$ cat config.mk
export PLATFORM = sky130hd
export DESIGN_NAME = quadrature_detent_counter
export DESIGN_NICKNAME = d
export VERILOG_FILES = /design/src/design/qdc_pkg.sv /design/src/design/quadrature_detent_counter.sv
export SDC_FILE = /design/constraint.sdc
export NUM_CORES = 1
export LEC_CHECK = 0
export BUFFER_PORTS_ARGS = -buffer_cell sky130_fd_sc_hd__buf_2
export CAP_MARGIN = 10
export CORE_ASPECT_RATIO = 1.25
export CORE_MARGIN = 3
export CORE_UTILIZATION = 50
export CTS_CLUSTER_DIAMETER = 40
export DETAILED_ROUTE_END_ITERATION = 7
export GPL_ROUTABILITY_DRIVEN = 0
export PLACE_DENSITY = 0.79
export SYNTH_ARGS = -nofsm -noshare
export SYNTH_HDL_FRONTEND = slang
export SYNTH_SLANG_ARGS = --single-unit
$ cat constraint.sdc
create_clock -name clk -period 9.8 [get_ports clk]
set_clock_uncertainty 0.05 [all_clocks]
set_input_delay 0.98 -clock clk [delete_from_list [all_inputs] [get_ports clk]]
set_output_delay 0.98 -clock clk [all_outputs]
set_load 0.005 [all_outputs]
$ cat src/design/qdc_pkg.sv
// shared constants, codes and transition table of the quadrature detent counter
// no dependencies
package qdc_pkg;

  localparam int COUNT_WIDTH_DEF = 16;
  localparam int ROT_W           = 16;
  localparam int PORT_W          = 8;
  localparam int POS_W           = 3;
  localparam int CFG_IDX_W       = 1;
  localparam int CFG_W           = 3;
  localparam int ACC_W           = 8;
  localparam int STEP_N_W        = 6;

  localparam logic [CFG_IDX_W-1:0] CFG_A_POS = 1'd0;
  localparam logic [CFG_IDX_W-1:0] CFG_B_POS = 1'd1;

  localparam logic REQ_SAMPLE = 1'b0;
  localparam logic REQ_CLEAR  = 1'b1;

  localparam logic [1:0] PHASE_DETENT = 2'b11;
  localparam logic [1:0] PHASE_RESET  = 2'b11;

  localparam logic [POS_W-1:0] A_POS_RESET = 3'd0;
  localparam logic [POS_W-1:0] B_POS_RESET = 3'd1;

  localparam logic signed [ACC_W:0] ACC_MAX = 9'sd127;
  localparam logic signed [ACC_W:0] ACC_MIN = -9'sd128;

  // indexed by {previous phase, new phase}
  localparam logic signed [1:0] STEP_TABLE [16] = '{
    2'sd0, 2'sd1, -2'sd1, 2'sd0, -2'sd1, 2'sd0, 2'sd0, 2'sd1,
    2'sd1, 2'sd0, 2'sd0, -2'sd1, 2'sd0, -2'sd1, 2'sd1, 2'sd0
  };

endpackage

$ cat src/design/quadrature_detent_counter.sv
// quadrature detent counter: phase decode, quarter-step accumulation, detent count
// depends on qdc_pkg
// an accepted word's result is registered in out_rot_r, or in skid_rot_r while a result waits
// throughput: one word per cycle while in_stall is low, set by the state update loop
// a two-deep result stage (output register plus skid) keeps input open while a result waits
// reset (synchronous, rst_n low): phase 11, accumulator and count zero, A at bit 0, B at bit 1
module quadrature_detent_counter #(
  parameter int COUNT_WIDTH = qdc_pkg::COUNT_WIDTH_DEF
) (
  input  logic                          clk,
  input  logic                          rst_n,
  input  logic                          cfg_we,
  input  logic [qdc_pkg::CFG_IDX_W-1:0] cfg_index,
  input  logic [qdc_pkg::CFG_W-1:0]     cfg_wdata,
  input  logic                          in_valid,
  output logic                          in_stall,
  input  logic                          in_req_type,
  input  logic [qdc_pkg::PORT_W-1:0]    in_port_value,
  output logic                          out_valid,
  input  logic                          out_stall,
  output logic signed [qdc_pkg::ROT_W-1:0] out_rotation
);
  import qdc_pkg::*;

  localparam int EXT_W = (COUNT_WIDTH > ROT_W) ? COUNT_WIDTH : ROT_W;

  logic [POS_W-1:0]        a_pos_r, b_pos_r;
  logic [1:0]              phase_r, phase_nxt;
  logic signed [ACC_W-1:0] acc_r, acc_nxt;
  logic [COUNT_WIDTH-1:0]  count_r, count_nxt;
  logic                    out_valid_r, skid_valid_r;
  logic [ROT_W-1:0]        out_rot_r, skid_rot_r;

  logic                    accept, out_take;
  logic [1:0]              now_phase;
  logic signed [1:0]       step;
  logic signed [ACC_W:0]   acc_sum, acc_sat, mag;
  logic [STEP_N_W-1:0]     n_steps;
  logic signed [EXT_W-1:0] rot_ext;
  logic [ROT_W-1:0]        rot_nxt;

  assign accept    = in_valid & ~skid_valid_r;
  assign out_take  = out_valid_r & ~out_stall;
  assign in_stall  = skid_valid_r;
  assign out_valid = out_valid_r;
  assign out_rotation = out_rot_r;

  always_comb begin
    now_phase = {in_port_value[b_pos_r], in_port_value[a_pos_r]};
    step      = STEP_TABLE[{phase_r, now_phase}];
    acc_sum   = {acc_r[ACC_W-1], acc_r} + {{(ACC_W-1){step[1]}}, step};
    if (acc_sum > ACC_MAX) begin
      acc_sat = ACC_MAX;
    end else if (acc_sum < ACC_MIN) begin
      acc_sat = ACC_MIN;
    end else begin
      acc_sat = acc_sum;
    end
    // ceil of magnitude over four
    mag     = acc_sat[ACC_W] ? (9'sd3 - acc_sat) : (acc_sat + 9'sd3);
    n_steps = mag[STEP_N_W+1:2];

    phase_nxt = phase_r;
    acc_nxt   = acc_r;
    count_nxt = count_r;
    if (in_req_type == REQ_CLEAR) begin
      count_nxt = '0;
    end else begin
      phase_nxt = now_phase;
      if (now_phase == PHASE_DETENT) begin
        acc_nxt = '0;
        if (acc_sat[ACC_W]) begin
          count_nxt = count_r - COUNT_WIDTH'(n_steps);
        end else begin
          count_nxt = count_r + COUNT_WIDTH'(n_steps);
        end
      end else begin
        acc_nxt = acc_sat[ACC_W-1:0];
      end
    end
    rot_ext = EXT_W'(signed'(count_nxt));
    rot_nxt = rot_ext[ROT_W-1:0];
  end

  always_ff @(posedge clk) begin
    if (!rst_n) begin
      a_pos_r      <= A_POS_RESET;
      b_pos_r      <= B_POS_RESET;
      phase_r      <= PHASE_RESET;
      acc_r        <= '0;
      count_r      <= '0;
      out_valid_r  <= 1'b0;
      skid_valid_r <= 1'b0;
    end else begin
      if (cfg_we) begin
        unique case (cfg_index)
          CFG_A_POS: a_pos_r <= cfg_wdata;
          CFG_B_POS: b_pos_r <= cfg_wdata;
          default:   ;
        endcase
      end
      if (accept) begin
        phase_r <= phase_nxt;
        acc_r   <= acc_nxt;
        count_r <= count_nxt;
      end
      if (skid_valid_r) begin
        if (out_take) begin
          skid_valid_r <= 1'b0;
        end
      end else if (accept) begin
        if (!out_valid_r || out_take) begin
          out_valid_r <= 1'b1;
        end else begin
          skid_valid_r <= 1'b1;
        end
      end else if (out_take) begin
        out_valid_r <= 1'b0;
      end
    end
  end

  always_ff @(posedge clk) begin
    if (skid_valid_r) begin
      if (out_take) begin
        out_rot_r <= skid_rot_r;
      end
    end else if (accept) begin
      if (!out_valid_r || out_take) begin
        out_rot_r <= rot_nxt;
      end else begin
        skid_rot_r <= rot_nxt;
      end
    end
  end

endmodule

==> results of run 1 <==
layer usage:
metal  up-vias  wire length (um)
met5         -                 0
met4         0               340
met3        25               412
met2        97              5330
met1      1816              4180
li1       1873                 -
worst max path at each step:
stage / cells past startpoint / from / slack (ns) / to
6_report: 30 / in_port_value[3] / 1.27 / skid_rot_r[15]
5_1_grt: 30 / in_port_value[7] / 0.78 / out_rotation[13]
4_1_cts: 30 / in_port_value[3] / 1.30 / out_rotation[13]
3_5_place_dp: 30 / in_port_value[7] / 0.92 / skid_rot_r[15]
3_3_place_gp: 30 / in_port_value[7] / 1.20 / skid_rot_r[15]
2_1_floorplan: 33 / in_port_value[7] / 1.49 / skid_rot_r[15]
cells by family after synthesis:
kind of cell	after synthesis	synth area share, %
and+or+nand+nor	173	18.3
AOI/OAI and AO/OA	132	19.2
DFF	66	36.5
buffers and inverters	42	3.70
adders and majority gates	38	10.7
muxes	26	7.39
xor gates and xnor gates	22	4.28
final cells by class:
type / count / area, um2
flip-flops and latches: 66 / 1640
multi-input cells: 391 / 2690
fillers: 815 / 3770
repair buffers: 38 / 198
clock buffers: 11 / 163
inverters: 18 / 67.6
clock inverters: 5 / 60.1
well taps: 120 / 150
power groups by stage:
stage	clock network (mW)	logic [mW]	registers (mW)
floorplan	0	0.569	0.340
global placement	0	0.683	0.342
detailed placement	0	0.706	0.343
CTS	0.253	0.711	0.337
global route	0.267	0.800	0.340
finish	0.250	0.714	0.337
layout by cell type (no fill, tap or decap), drive strengths merged, types with 4 or more instances in the layout:
cell type and instances:
a211oi 4, a21o 4, a21oi 37, a22oi 7, a31oi 6, buf 38, clkbuf 11, dfxtp 34
edfxtp 32, ha 32, inv 18, maj3 4, mux2 8, mux2i 13, mux4 5, nand2 58
nand2b 11, nand3 13, nor2 43, nor2b 14, nor3 11, nor3b 4, o21a 8, o21ai 26
o31ai 18, or3 4, xnor2 19
flip-flops by register name, indices dropped and copies added, names as in the netlist:
name / flops
out_valid: 1
count_r: 16
acc_r: 8
phase_r: 2
a_pos_r: 3
in_stall: 1
out_rotation: 16
skid_rot_r: 16
b_pos_r: 3
critical path: cells and delay by family:
family          cells  cell delay [ns]
simple gates        7             1.92
xor+xnor            1             0.24
fa+ha+maj           6             1.79
buf+inv             2             0.25
mux                 4             1.51
compound gates     10             1.87
per-stage QoR:
stage / hold WS [ns] / setup slack (ns) / util [%] / cells
CTS: 0.430 / 1.30 / 56.9 / 649
detailed placement: 0.418 / 0.922 / 54.3 / 633
floorplan: 0.399 / 1.49 / - / 499
global route: 0.461 / 0.776 / 56.9 / 649
finish: 0.424 / 1.27 / 56.9 / 649
global placement: 0.411 / 1.20 / 54.3 / 633
==> reports/metrics.cfg, run 1 <==
[status]
status=complete, no violations

[worst_setup_path]
crit_path_max_fanout=15
critPathKind=input port to register
cp-start-kind=input port
max_stage_delay_ns=0.58
reg2reg_slack_ns=1.53
rr_worst_depth=29
endpoint_kind=register
timing.rr.end=skid_rot_r[15]
r2r-start=a_pos_r[0]
cp.required_ns=9.87
cp_common_cell=ha_1
crit_arrival_ns=8.60
critPathSlowestCell=mux4_2

[synthesis]
synth-async-reset-ratio_pct=0
synth_top_area_share_pct=21.3
yosys_warnings=0
synth_largest_area_cell=edfxtp_1
yosysUniqueCellTypes=59
avgSynthCellArea_um2=9.02
synth_cells=499
seq_area_frac_synth_pct=36.5
synth-main-ff-cell=dfxtp_1
syn_area_mm2=0.00450
synth-edff-count=32
synth_most_common_cell=nand2_1
yosys-top-cells-count=nand2_1 (58), nor2_1 (43), a21oi_1 (37)
ys_top_cells_by_area=edfxtp_1 (21%), dfxtp_1 (15%), ha_1 (8.9%)
synth_seq_cells=66
synth_nets=551

[timing]
fin_crit_sh_pct=87.1
rsz0062_at_grt=no
finalSetupViolCount=0
report.final.slew_viol_count=0
tightest_slew_ns=1.13
clock.fmax_mhz=117
slew_headroom_pct=24.0
hold_violations=0
setup-tns-final_ns=0
min_period_ns=8.53

[cells_and_area]
fin_nets=576
diodes=0
final_area_mm2=0.00497
drive_above_1_share_pct=14.2
syn_to_final_growth_pct=10.5

[power]
power.density_mw_per_mm2=262
pwr-share-comb_pct=54.9
pwr-share-seq_pct=25.9
p_total_mw=1.30
p_sw_share_pct=41.3
ir_drop_mv=0.114
switching_power_mw=0.538
p_int_mw=0.764
clkPwrFrac_pct=19.2
leakage_nw=1.96

[clocking]
cts_inserted_buffers=9
path_clk_slew_ns=0.08
ctsHoldBuffers=0
cts-resized-gates=0
cts_root_buf=clkbuf_8
clk_latency_ns=0.36
tritoncts=built
numClockSinks=66
cts_setup_buffers=0
cts_max_level=3
cts_buffer_depth=2

[worst_hold_path]
min_from=count_r[0]
hold_path_class=register to register
hold_depth=2
holdPathEnd=count_r[0]

[detailed_routing]
route.detailed.drc=0
routedWlPerCell_um=15.8
vias_per_cell=5.87
ant_nets=0
first_pass_iters=5
drtIter0Drc=174
num_vias=3811
routed_wirelength_mm=10.3

[grt]
grt_pass1_wl_mm=17.3
grt_max_degree=35
use_met1_pct=22.8
grt-ovfl-total=0
grt_pass1_vias=3814
grt-busiest-layer=met2
grtUsageTotal_pct=20.9
use_met3_pct=4.36
use_met2_pct=37.9
antenna_found_initial=0

[placed_design]
dpl.hpwl_mm=7.54
io_buffers=35
post_dp_cell_area_mm2=0.00475

[floorplan]
die_h_um=112
fp.dieW_um=90.9
fp-row-count=38
start_util_pct=51.5
dieArea_mm2=0.0102
core_mm2=0.00875
pin_count=36

[job]
drv_cap=0

(Power assumes the default switching activity.)
==> run 2: changes to the inputs <==
- clock period: 9.8 -> 10 ns (I/O delays scaled with it)
==> run 2 against run 1 <==
Effect of this change:
- cell count fell by 0.15%
- sequential power decreased by 2%
- wire length shrank 4.5%
- sequential share of layout area is 0.25 points higher
- die area unchanged
- largest power group unchanged
- critical path depth unchanged
- flip-flop and latch count unchanged
- count of clock-buffer cells in the layout is the same
- total power decreased by 4.2%
- via count increased by 0.76%
- cell area decreased by 0.75%
==> reports/metrics.cfg, run 2 (synthesis gave the netlist of run 1 again) <==
[cells_and_area]
final_cell_mix=nand2_1 (58), nor2_1 (43), a21oi_1 (37)
utilization_pct=56.4  ; -0.43 points
syn_to_final_growth_pct=9.64
diodes=0  ; unchanged
mostFrequentLayoutCell=nand2_1
nFillCells=792  ; -2.8%
stdcell_count=648  ; -0.15%
drive_above_1_share_pct=13.6  ; -0.54 points
fin_nets=576  ; unchanged

[worst_setup_path]
crit_arrival_ns=8.52  ; -0.08 ns
crit_path_max_fanout=15  ; unchanged
endpoint_kind=register
max_stage_delay_ns=0.58  ; about the same
critPathSlowestCell=mux4_2
cp.required_ns=10.06  ; +0.19 ns
cp_common_cell=ha_1
cp-start-kind=input port
critPathKind=input port to register

[placed_design]
dpl_worst_slack_ns=1.19  ; +0.264 ns
placedCellCount=633  ; unchanged
io_buffers=35  ; unchanged
dpl.hpwl_mm=7.52  ; -0.27%

[power]
pwr-share-seq_pct=26.5  ; +0.6 points
power.density_mw_per_mm2=253  ; -3.5%
leakage_nw=1.94  ; -0.72%
switching_power_mw=0.517  ; -3.8%
p_int_mw=0.729  ; -4.5%
ir_drop_mv=0.118  ; +3.2%
pwr-share-comb_pct=56.5  ; +1.6 points
p_sw_share_pct=41.5  ; +0.19 points
clkPwrFrac_pct=17.0  ; -2.2 points

[timing]
clock.fmax_mhz=118
slew_headroom_pct=27.9  ; +3.9 points
setup-tns-final_ns=0  ; unchanged
finalSetupViolCount=0  ; unchanged
timing.final.ws_setup_ns=1.54  ; +0.277 ns
min_period_ns=8.46
hold_violations=0  ; unchanged
report.final.slew_viol_count=0  ; unchanged
hold_ws_ns=0.433  ; +0.00859 ns
rsz0062_at_grt=no
tightest_slew_ns=1.08  ; -0.0522 ns
fin_crit_sh_pct=84.6

[clocking]
tritoncts=built
numClockSinks=66  ; unchanged
path_clk_slew_ns=0.07  ; about the same
ctsHoldBuffers=0  ; unchanged
cts_max_level=3  ; unchanged
cts_inserted_buffers=9  ; unchanged
cts_setup_buffers=0  ; unchanged
cts_root_buf=clkbuf_8
cts_buffer_depth=2  ; unchanged
clk_latency_ns=0.36  ; about the same
cts-resized-gates=0  ; unchanged

[job]
drv_cap=0  ; unchanged

[grt]
grt_max_degree=35  ; unchanged
grt_pass1_wl_mm=16.8  ; -3.0%
antenna_found_initial=0  ; unchanged
grt-ovfl-total=0  ; unchanged
grtUsageTotal_pct=20.1  ; -0.78 points
grt_pass1_vias=3824  ; +0.26%

[floorplan]
die_h_um=112  ; unchanged
core_mm2=0.00875  ; unchanged
dieArea_mm2=0.0102  ; unchanged
fp.dieW_um=90.9  ; unchanged
pin_count=36  ; unchanged
fp-row-count=38  ; unchanged
start_util_pct=51.5  ; unchanged

[detailed_routing]
num_vias=3840  ; +0.76%
drtIter0Drc=161  ; -7.5%
first_pass_iters=4  ; -1
route.detailed.drc=0  ; unchanged
vias_per_cell=5.93  ; +0.92%
routed_wirelength_mm=9.80  ; -4.5%
ant_nets=0  ; unchanged
routedWlPerCell_um=15.1  ; -4.3%

[status]
status=complete, no violations

[worst_hold_path]
hold_path_class=register to register

## run 2: changes by cell type in the layout (fill, tap and decap cells not counted)
cell	before	now
clkinv_4	2	0
clkbuf_16	1	0
clkinvlp_4	1	0
clkinv_2	1	2
clkinv_1	0	1
clkbuf_1	0	1
## run 2: worst paths after layout
kind / start / endpoint / slack, ns / cells after the start
setup / recovery: in_port_value[7] / skid_rot_r[15] / 1.54 / 30
hold / removal: count_r[11] / count_r[11] / 0.43 / 2
setup reg to reg: b_pos_r[0] / skid_rot_r[15] / 1.83 / 29
hold reg to reg: count_r[11] / count_r[11] / 0.43 / 2
## run 2: area by class of cell
type                       count  area, um2  area share, %
multi-input combinational    391       2690           54.6
sequential                    66       1640           33.3
timing repair buffer          38        198           4.01
tap                          120        150           3.04
clock buffer                  11        141           2.86
inverter                      18       67.6           1.37
clock inverter                 4       43.8          0.887
## run 2: through the flow
stage	instance area, um2	total power, mW
3_3_place_gp	4750	1.01
3_5_place_dp	4750	1.03
4_1_cts	4940	1.25
2_1_floorplan	4500	0.891
5_1_grt	4940	1.35
6_report	4940	1.25
## run 2: routing by layer
layer / global-route usage (%) / up-vias / wire (um)
met5: 0 / - / 0
met4: 9.76 / 0 / 326
met3: 4.36 / 27 / 457
met2: 36.4 / 115 / 5010
met1: 22.2 / 1819 / 4000
li1: - / 1879 / -
## run 2: power groups by stage
stage | Clock [mW] | Combinational, mW | Sequential (mW)
2_1_floorplan | 0 | 0.558 | 0.333
3_3_place_gp | 0 | 0.672 | 0.335
3_5_place_dp | 0 | 0.696 | 0.336
4_1_cts | 0.217 | 0.699 | 0.330
5_1_grt | 0.229 | 0.783 | 0.333
6_report | 0.212 | 0.704 | 0.330
## run 2: critical path: cells and delay by family
| family | cells | cell delay (ns) |
|---|---|---|
| AO/OA/AOI/OAI | 10 | 1.82 |
| XOR/XNOR | 1 | 0.23 |
| adder cells (fa/ha/maj) | 6 | 1.79 |
| buffers and inverters | 2 | 0.22 |
| multiplexers | 4 | 1.52 |
| AND/OR/NAND/NOR | 7 | 1.94 |
==> run 3: changes to the inputs <==
- PLACE_DENSITY: 0.79 -> 0.82
- clock period: 10 -> 6.85 ns (I/O delays scaled with it)
==> run 3 against run 2 <==
Effect of this change:
- the run now ends with negative setup slack left
- worst hold slack gained 0.0071 ns
- global-route usage rose by 4.0 points
- sequential share of layout area down 6.3 points
- critical endpoint is now out_rotation[14]
==> reports/metrics.cfg, run 3 (synthesis gave the netlist of run 1 again) <==
[status]
status=finished with violations
failed_checks=negative setup slack

[cells_and_area]
syn_to_final_growth_pct=35.8
stdcell_count=752  ; +16%
diodes=0  ; unchanged
seqCellArea_mm2=0.00165  ; +0.46%
drive_above_1_share_pct=36.9  ; +23 points
fin_nets=679  ; +18%
mostFrequentLayoutCell=buf_4
multi_input_area_mm2=0.00304  ; +13%
nFillCells=577  ; -27%
final_cell_mix=buf_4 (104), nand2_1 (56), nor2_1 (38)

[timing]
tightest_slew_ns=0.789  ; -0.290 ns
report.final.slew_viol_count=0  ; unchanged
hold_violations=0  ; unchanged
min_period_ns=7.40
hold_ws_ns=0.440  ; +0.00711 ns
fin_crit_sh_pct=108
rsz0062_at_grt=yes
finalSetupViolCount=30  ; +30
slew_headroom_pct=46.9  ; +19 points
setup-tns-final_ns=-6.81  ; -6.81 ns
clock.fmax_mhz=135
timing.final.ws_setup_ns=-0.549  ; -2.09 ns

[clocking]
cts_max_level=3  ; unchanged
tritoncts=built
cts_root_buf=clkbuf_8
ctsHoldBuffers=0  ; unchanged
path_clk_slew_ns=0.08  ; about the same
cts_inserted_buffers=9  ; unchanged
cts_buffer_depth=2  ; unchanged
clk_latency_ns=0.36  ; about the same
numClockSinks=66  ; unchanged

[worst_setup_path]
crit_arrival_ns=7.47  ; -1.05 ns
endpoint_kind=register
critPathKind=input port to register
cp-start-kind=input port
crit_path_max_fanout=6  ; -9
reg2reg_slack_ns=-0.51  ; -2.34 ns
r2r-start=b_pos_r[0]
max_stage_delay_ns=0.60  ; +0.02 ns
rr_worst_depth=28  ; -3.4%
cp_common_cell=ha_4
cp.required_ns=6.92  ; -3.14 ns
timing.rr.end=out_rotation[14]
critPathSlowestCell=mux4_2

[power]
p_int_mw=1.47  ; +100%
ir_drop_mv=0.167  ; +42%
power.density_mw_per_mm2=409  ; +62%
clkPwrFrac_pct=12.9  ; -4.1 points
pwr-share-seq_pct=19.3  ; -7.2 points
p_total_mw=2.50  ; +100%
p_sw_share_pct=41.1  ; -0.37 points
pwr-share-comb_pct=67.7  ; +11 points
switching_power_mw=1.03  ; +99%
leakage_nw=2.51  ; +29%

[placed_design]
dpl_worst_slack_ns=-0.709  ; -1.89 ns
io_buffers=35  ; unchanged
placedCellCount=715  ; +13%
dpl.hpwl_mm=8.67  ; +15%

[floorplan]
core_mm2=0.00875  ; unchanged
dieArea_mm2=0.0102  ; unchanged
fp-row-count=38  ; unchanged
die_h_um=112  ; unchanged
pin_count=36  ; unchanged
fp.dieW_um=90.9  ; unchanged
start_util_pct=51.5  ; unchanged

[detailed_routing]
num_vias=4610  ; +20%
vias_per_cell=6.13  ; +3.4%
drtIter0Drc=384  ; +140%
routedWlPerCell_um=18.5  ; +22%
ant_nets=0  ; unchanged
first_pass_iters=7  ; +3
route.detailed.drc=0  ; unchanged
routed_wirelength_mm=13.9  ; +42%

[grt]
grt_pass1_wl_mm=20.1  ; +20%
grt_pass1_vias=4457  ; +17%
grtUsageTotal_pct=24.1  ; +4.0 points
antenna_found_initial=0  ; unchanged
grt_max_degree=35  ; unchanged
grt-ovfl-total=0  ; unchanged

[worst_hold_path]
hold_path_class=register to register
min_from=count_r[2]
hold_depth=2  ; unchanged
holdPathEnd=count_r[2]

[job]
drv_cap=0  ; unchanged

-- run 3: stage by stage --
stage	instance area (um2)	utilization (%)
2_1_floorplan	4630	-
3_3_place_gp	5480	62.6
3_5_place_dp	5480	62.6
4_1_cts	5890	67.4
5_1_grt	6110	69.9
6_report	6110	69.9
-- run 3: repair_timing --
action,in CTS,in global routing
resized for setup,32,30
endpoints found under the setup margin,26,33
setup buffers,10,11
cloned,0,0
hold endpoints to repair,0,0
pin swaps,13,27
-- run 3: critical path: cells and delay by family --
kind                       cells  cell delay (ns)
AOI/OAI and AO/OA              7             1.46
xor gates and xnor gates       1             0.14
adders and majority gates      6             1.46
buffers and inverters          3             0.36
muxes                          5             1.74
and+or+nand+nor                7             1.60
-- run 3: layout make-up --
class | instances | share of cell area (%)
multi-input cells | 391 | 49.8
flip-flops and latches | 66 | 27.0
repair buffers | 141 | 16.5
clock buffers | 14 | 3.01
well taps | 120 | 2.46
inverters | 18 | 1.11
clock inverters | 2 | 0.164
-- run 3: worst max-delay path by stage --
stage,from,end,slack [ns],depth (start not counted)
after floorplan,in_port_value[3],out_rotation[12],-0.64,31
after global placement,in_port_value[3],out_rotation[12],-0.52,28
after detailed placement,in_port_value[7],skid_rot_r[15],-0.71,30
after CTS,b_pos_r[0],out_rotation[12],-0.20,27
after global routing,in_port_value[5],out_rotation[14],-0.68,29
final,in_port_value[5],out_rotation[14],-0.55,29
-- run 3: routing by layer --
metal / wire length [um] / up-vias / track usage [%]
li1: - / 2073 / -
met1: 4920 / 2174 / 25.4
met2: 7060 / 262 / 44.8
met3: 947 / 101 / 4.96
met4: 992 / 0 / 12.5
met5: 0 / - / 0
-- run 3: power by group through the flow --
stage	clock, mW	sequential [mW]	combinational, mW
global route	0.343	0.486	1.81
global placement	0	0.488	1.33
CTS	0.322	0.481	1.47
detailed placement	0	0.489	1.38
floorplan	0	0.487	0.869
finish	0.323	0.483	1.69
